`config.mk`:
```
export PLATFORM = sky130hd
export DESIGN_NAME = ati_front
export DESIGN_NICKNAME = d
export VERILOG_FILES = /design/src/rtl/ati_pkg.sv /design/src/rtl/ati_front.sv
export SDC_FILE = /design/constraint.sdc
export NUM_CORES = 1
export LEC_CHECK = 0
export CORE_UTILIZATION = 55
export DETAILED_ROUTE_END_ITERATION = 8
export DONT_BUFFER_PORTS = 1
export MAX_ROUTING_LAYER = met4
export PLACE_DENSITY = 0.7
export SYNTH_ARGS = -nofsm -noshare
export SYNTH_HDL_FRONTEND = slang
export SYNTH_SLANG_ARGS = --single-unit
```
`constraint.sdc`:
```
create_clock -name clk -period 4.6 [get_ports clk]
set_input_delay 1.15 -clock clk [delete_from_list [all_inputs] [get_ports clk]]
set_output_delay 1.15 -clock clk [all_outputs]
set_load 0.02 [all_outputs]
```
`src/rtl/ati_pkg.sv`:
```
`timescale 1ns / 1ps

package ati_pkg;

    // table geometry
    localparam int TABLE_ROWS = 64;
    localparam int IDX_W      = $clog2(TABLE_ROWS);
    localparam int CNT_W      = $clog2(TABLE_ROWS + 1);

    // field widths
    localparam int ROW_W  = 6;
    localparam int PRES_W = 27;
    localparam int ALT_W  = 32;

    // interpolation datapath
    localparam int WIDE_W    = ALT_W + 1;          // signed differences
    localparam int PROD_W    = 2 * WIDE_W;         // product magnitude
    localparam int QUO_W     = 34;                 // quotient bits kept
    localparam int SUM_W     = QUO_W + 2;          // y0 +/- quotient
    localparam int DIV_STEPS = QUO_W / 2;          // two quotient bits per cycle
    localparam int DIV_CNT_W = $clog2(DIV_STEPS);
    localparam int MUL_LO_W  = 16;
    localparam int MUL_HI_W  = WIDE_W - MUL_LO_W;

    // command queue between front and back
    localparam int QUEUE_DEPTH = 2;
    localparam int QPTR_W      = $clog2(QUEUE_DEPTH);
    localparam int QCNT_W      = $clog2(QUEUE_DEPTH + 1);

    // func codes
    localparam logic [1:0] FUNC_WRITE        = 2'd0;
    localparam logic [1:0] FUNC_ALT_FOR_PRES = 2'd1;
    localparam logic [1:0] FUNC_PRES_FOR_ALT = 2'd2;

    // clamp_status codes
    localparam logic [1:0] ST_INTERP      = 2'd0;
    localparam logic [1:0] ST_CLAMP_FIRST = 2'd1;
    localparam logic [1:0] ST_CLAMP_LAST  = 2'd2;

    // saturation bounds
    localparam logic signed [SUM_W-1:0] ALT_MAX_S =
        {{(SUM_W - ALT_W + 1){1'b0}}, {(ALT_W - 1){1'b1}}};
    localparam logic signed [SUM_W-1:0] ALT_MIN_S =
        {{(SUM_W - ALT_W + 1){1'b1}}, {(ALT_W - 1){1'b0}}};
    localparam logic signed [SUM_W-1:0] PRES_MAX_S =
        {{(SUM_W - PRES_W){1'b0}}, {PRES_W{1'b1}}};
    localparam logic signed [SUM_W-1:0] PRES_MIN_S = '0;

    typedef struct packed {
        logic [1:0]              func;
        logic [ROW_W-1:0]        row_index;
        logic [PRES_W-1:0]       pressure;
        logic signed [ALT_W-1:0] altitude;
    } query_t;

    typedef struct packed {
        logic signed [ALT_W-1:0] out_altitude;
        logic [PRES_W-1:0]       out_pressure;
        logic [1:0]              clamp_status;
    } result_t;

    typedef struct packed {
        logic [PRES_W-1:0]       pressure;
        logic signed [ALT_W-1:0] altitude;
    } row_t;

    typedef enum logic [1:0] {
        OP_WRITE,
        OP_ALT,
        OP_PRES
    } op_t;

    typedef struct packed {
        op_t                     op;
        logic [IDX_W-1:0]        row;
        logic [PRES_W-1:0]       pressure;
        logic signed [ALT_W-1:0] altitude;
    } cmd_t;

    typedef struct packed {
        logic valid;
        cmd_t cmd;
    } cmd_head_t;

    typedef enum logic [3:0] {
        B_IDLE,
        B_PROBE,
        B_CMP,
        B_FETCH_A,
        B_FETCH_B,
        B_DIFF,
        B_MUL_LO,
        B_MUL_HI,
        B_CHECK,
        B_DIV,
        B_FIX,
        B_RESULT
    } back_state_t;

    function automatic logic signed [WIDE_W-1:0] pres_wide(input logic [PRES_W-1:0] p);
        return $signed({{(WIDE_W - PRES_W){1'b0}}, p});
    endfunction

    function automatic logic signed [WIDE_W-1:0] alt_wide(input logic signed [ALT_W-1:0] a);
        return $signed({{(WIDE_W - ALT_W){a[ALT_W-1]}}, a});
    endfunction

    function automatic logic [WIDE_W-1:0] mag(input logic signed [WIDE_W-1:0] v);
        logic [WIDE_W-1:0] u;
        u = v;
        return u[WIDE_W-1] ? (~u + WIDE_W'(1)) : u;
    endfunction

endpackage

```
`src/rtl/ati_front.sv`:
```
`timescale 1ns / 1ps

module ati_front
    import ati_pkg::*;
(
    input  logic      clk,
    input  logic      rst_n,
    input  logic      query_valid,
    output logic      query_stall,
    input  query_t    query,
    input  logic      pop,
    output cmd_head_t head
);

    cmd_t              q_reg [QUEUE_DEPTH];
    logic [QPTR_W-1:0] wr_ptr_reg, wr_ptr_next;
    logic [QPTR_W-1:0] rd_ptr_reg, rd_ptr_next;
    logic [QCNT_W-1:0] cnt_reg, cnt_next;
    cmd_t              cmd_in;
    logic              keep;
    logic              push;
    logic              do_pop;

    // classify: writes beyond the table and unused func codes are dropped
    always_comb
    begin
        cmd_in.row      = IDX_W'(query.row_index);
        cmd_in.pressure = query.pressure;
        cmd_in.altitude = query.altitude;
        cmd_in.op       = OP_WRITE;
        keep            = 1'b0;
        unique case (query.func)
            FUNC_WRITE:
            begin
                cmd_in.op = OP_WRITE;
                keep      = (32'(query.row_index) < 32'(TABLE_ROWS));
            end
            FUNC_ALT_FOR_PRES:
            begin
                cmd_in.op = OP_ALT;
                keep      = 1'b1;
            end
            FUNC_PRES_FOR_ALT:
            begin
                cmd_in.op = OP_PRES;
                keep      = 1'b1;
            end
            default:
            begin
                keep = 1'b0;
            end
        endcase
    end

    assign query_stall = (cnt_reg == QCNT_W'(QUEUE_DEPTH));
    assign push        = query_valid && !query_stall && keep;
    assign do_pop      = pop && (cnt_reg != '0);

    always_comb
    begin
        wr_ptr_next = wr_ptr_reg;
        rd_ptr_next = rd_ptr_reg;
        if (push)
        begin
            wr_ptr_next = (wr_ptr_reg == QPTR_W'(QUEUE_DEPTH - 1)) ? '0
                                                                  : wr_ptr_reg + QPTR_W'(1);
        end
        if (do_pop)
        begin
            rd_ptr_next = (rd_ptr_reg == QPTR_W'(QUEUE_DEPTH - 1)) ? '0
                                                                  : rd_ptr_reg + QPTR_W'(1);
        end
        cnt_next = cnt_reg + QCNT_W'(push) - QCNT_W'(do_pop);
    end

    always_ff @(posedge clk or negedge rst_n)
    begin
        if (!rst_n)
        begin
            wr_ptr_reg <= '0;
            rd_ptr_reg <= '0;
            cnt_reg    <= '0;
        end
        else
        begin
            wr_ptr_reg <= wr_ptr_next;
            rd_ptr_reg <= rd_ptr_next;
            cnt_reg    <= cnt_next;
        end
    end

    always_ff @(posedge clk)
    begin
        if (push)
        begin
            q_reg[wr_ptr_reg] <= cmd_in;
        end
    end

    assign head.valid = (cnt_reg != '0);
    assign head.cmd   = q_reg[rd_ptr_reg];

endmodule

```
# Yosys cells after proc, flatten, opt, wreduce, memory -nomap -nowiden
# Memory sizes are Yosys's and may differ from the RTL's.
# Index checks and enable logic that the tools add are counted.
# W data, S select, Z words.
# word_totals
ff_bits	4
mem_count	1
output_inout_bits	69
ram_bits	134
input_bits	71
wordCells	24
# op_classes
reduce_logical	7
addsub	4
mux	6
n_eq_ne	3
# mem_list
memory	depth	word_bits	rd	rd_clocked_by_memory_dff	wr	line	source
q_reg	2	67	1	0	1	ati_front.sv:15	cmd_t q_reg [QUEUE_DEPTH];
# op_table
operator	n
$mux W1	5
$eq A2 B2 Y1 const B	2
$pmux W2 S2	1
$logic_and A1 B1 Y1	3
$reduce_or A3 Y1	1
$add A1 B1 Y1 const B	2
$add A2 B1 Y2	1
$eq A2 B1 Y1 const B	1
$logic_not A2 Y1	1
$reduce_bool A2 Y1	1
$sub A2 B1 Y2	1
$logic_not A1 Y1	1

# Depth between registers and ports, before layout
# logic_depth
ltp_word	6
depth_mapped	7
ltp_nobuf	7

# Least setup slack after synthesis
# Ideal clock, no wire load.
# synth_path
path_type	input -> register
from	in query[65] in the netlist's numbering
to	mem q_reg[0][0] in the netlist's numbering (enable)
cell_stages	3
path_buffers	0
t_required_ns	4.107
path_slack_ns	-0.064
arrival_time_ns	4.171
setup_ns	0.493
cell_sequence	nand2_1 nand3b_1 nor2_1
# synth_between
elab_chain_cells	6
word_cells_on_any_way	8
classes_between	eq/ne: 2; mux: 3; reduce/logical: 3
# synth_rtl
element	line	source
start, declared	ati_front.sv:10	input query_t query,
$eq A2 B2 Y1 (tied with other cells)	ati_front.sv:32	unique case (query.func)
$reduce_or A3 Y1 (no source line) *	n/a	
$mux W1 *	ati_front.sv:32	
$logic_and A1 B1 Y1 *	ati_front.sv:56	assign push = query_valid && !query_stall && keep;
$mux W1 *	ati_front.sv:94	if (push)
$mux W1 (implied by the code) *	ati_front.sv:96	q_reg[wr_ptr_reg] <= cmd_in;
end, declared	ati_front.sv:15	
# Every way passes the cells marked *; elsewhere a longest branch is shown, timed or not.

==> results.json <==
{
  "synth_seq_area_share_pct": 80.2,
  "wl_per_cell_um": 20.3,
  "crit_path_start_kind": "flip-flop",
  "avgSynthCellArea_sq_um": 22.4,
  "power_frac_comb_pct": 23.5,
  "die_w_um": 98.7,
  "coreArea_sq_um": 8890,
  "final-setup-viol-count": 0,
  "grt_max_degree": 69,
  "finalHoldViolations": 0,
  "vdd_drop_max_mv": 0.392,
  "yosys.area_share.simple_pct": 0.973,
  "placed_cell_area_sq_um": 5270,
  "overflow": 0,
  "synth_adder_area_share_pct": 0.486,
  "worstSetupPathType": "reg -> out",
  "pin_count": 140,
  "drive_above_1_share_pct": 39.7,
  "crit_buf_inv": 0,
  "largest_reg_flops": 134,
  "ys_warn_count": 0,
  "ys_seq_elements": 138,
  "fin_skew_ns": 0.00542,
  "die-area_sq_um": 9740,
  "cts.reportedPaths.clkPinSlew_ns": 0.06,
  "arrival_ns": 2.11,
  "cts.path.max_buffers": 2,
  "cpMaxStageDelayCell": "dfrtp_4",
  "cap_violations": 0,
  "leakage_nw": 1.98,
  "worstPathCellList": "mux2_2",
  "syn2layout_area_growth_pct": 13.5,
  "ant_nets": 0,
  "status": "finished clean",
  "cts_setup_buffers": 0,
  "synth_compound_area_share_pct": 0,
  "rsz0062_at_grt": "no",
  "crit_path_end_kind": "output port",
  "seqPwrFrac_pct": 45.1,
  "setup_ws_ns": 1.34,
  "grt_pass1_wl_um": 11100,
  "via_per_inst": 5.73,
  "route.detailed.drc": 0,
  "clock_power_share_pct": 31.3,
  "slowest_delay_ns": 1.10,
  "powerDensity_nw_per_um2": 696,
  "slew_headroom_pct": 31.5,
  "synth_mux_area_share_pct": 16.1,
  "synth_cell_types": 17,
  "finalCritPeriodShare_pct": 71.0,
  "diodes": 0,
  "numCtsBuffers": 17,
  "switching_share_pct": 29.9,
  "first_iter_violations": 107,
  "vias": 2091,
  "max_freq_mhz": 306,
  "die_y_um": 98.7,
  "internal_power_w": 0.00285,
  "min_period_ns": 3.26,
  "syn-num-nets": 303,
  "synthXorXnorAreaFrac_pct": 0.681,
  "pre_cts_ws_ns": 1.83,
  "cts_tree": "done",
  "htree_levels": 4,
  "rows": 34,
  "holdCritPathClass": "in -> async",
  "clock-sinks": 138,
  "finalWirelength_um": 7420,
  "antenna_found_initial": 0,
  "globalRouteTotalUtil_pct": 16.2,
  "port_buffers": 0,
  "start_util_pct": 57.9,
  "crit_required_ns": 3.45,
  "clock-root-buffer": "clkbuf_8",
  "dp.final_hpwl_um": 4680,
  "worst_pin_slew_ns": 1.03,
  "p_sw_w": 0.00122,
  "worstSkewPairLatency_ns": 0.49,
  "final_util_pct": 65.7,
  "crit_path_max_fanout": 68,
  "grt_pass1_vias": 2168,
  "synth_top_family_by_area": "multiplexers",
  "cts_resized": 0,
  "netlist_area_sq_um": 5140,
  "gp_congestion": 0.688,
  "finalNetCount": 318,
  "path_delay_family": "flip-flops",
  "fin_area_sq_um": 5840,
  "synthCells": 230,
  "drt_first_pass_iters": 4,
  "final_max_slew_viol_count": 0,
  "cts_hold_buf": 0
}
[cell usage after synthesis]
cell / number / area (sq um)
ha_1: 2 / 25.0
dfrtp_1: 4 / 100
nor2b_1: 3 / 18.8
buf_6: 2 / 22.5
mux2_2: 47 / 529
and2_1: 1 / 6.26
or2_2: 1 / 6.26
xnor2_1: 3 / 26.3
buf_2: 4 / 20.0
nand2_1: 1 / 3.75
inv_1: 2 / 7.51
buf_8: 2 / 30.0
xor2_1: 1 / 8.76
edfxtp_1: 134 / 4020
nand3b_1: 1 / 7.51
mux2_4: 20 / 300
nor2_1: 2 / 7.51
[path summary, 6_finish.rpt]
check / start / to / slack (ns) / depth (start not counted)
max: rd_ptr_reg$_DFFE_PN0P_ / head[7] / 1.34 / 1
min: rst_n / cnt_reg[0]$_DFF_PN0_ / 0.35 / 0
max reg2reg: cnt_reg[1]$_DFF_PN0_ / q_reg[1][66]$_DFFE_PP_ / 2.30 / 4
min reg2reg: cnt_reg[1]$_DFF_PN0_ / cnt_reg[1]$_DFF_PN0_ / 0.50 / 1
max in group asynchronous: rst_n / rd_ptr_reg$_DFFE_PN0P_ / 4.17 / 0
min in group clk: cnt_reg[1]$_DFF_PN0_ / cnt_reg[1]$_DFF_PN0_ / 0.50 / 1
[layout make-up]
| cell class | instances | area (sq um) |
|---|---|---|
| Sequential cell | 138 | 4130 |
| Fill cell | 577 | 3050 |
| Multi-Input combinational cell | 82 | 955 |
| Clock buffer | 18 | 418 |
| Clock inverter | 13 | 153 |
| Tap cell | 108 | 135 |
| Timing Repair Buffer | 4 | 42.5 |
| Inverter | 2 | 7.51 |
[power groups by stage]
stage          clock [W]  sequential, W  combinational (W)
2_1_floorplan          0        0.00174           0.000989
3_3_place_gp           0        0.00185           0.000965
3_5_place_dp           0        0.00186           0.000970
4_1_cts          0.00131        0.00184           0.000973
5_1_grt          0.00135        0.00187            0.00100
6_report         0.00127        0.00183           0.000957
[metal layers]
metal  GRT usage, %  share of wire (%)  vias up
met3           7.94                 10        5
met5              -                  0        -
met1           17.9                 39     1046
met2           25.0                 50      106
met4           7.23               0.67        0
li1               -                  -      934
[through the flow]
step                total power (W)  hold WS (ns)  setup TNS [ns]  instances
floorplan                   0.00272         0.452           -8.56        230
global placement            0.00282         0.477               0        334
detailed placement          0.00283         0.489               0        334
CTS                         0.00412         0.319               0        365
global route                0.00422         0.319               0        365
finish                      0.00406         0.348               0        365
[kinds of logic after synthesis]
kind of cell             after synthesis
XOR/XNOR                               4
adder cells (fa/ha/maj)                2
buffers and inverters                 10
flip-flops                           138
multiplexers                          67
AND/OR/NAND/NOR                        9
[cells in the final DEF (no fill, tap or decap)]
master      instances
buf_4               3
clkinvlp_4          2
clkinv_2            2
nor2b_1             3
xnor2_1             3
clkbuf_16          16
dfrtp_4             1
ha_1                2
buf_12              1
inv_6               1
nand2_1             1
dfrtp_1             3
nor2_4              2
xor2_1              1
mux2_2             47
clkinv_4            2
clkinv_1            3
clkbuf_8            1
mux2_4             20
or2_2               1
and2_1              1
clkbuf_1            1
nand3b_1            1
edfxtp_1          134
bufinv_16           3
inv_1               2
(Power assumes the default switching activity.)
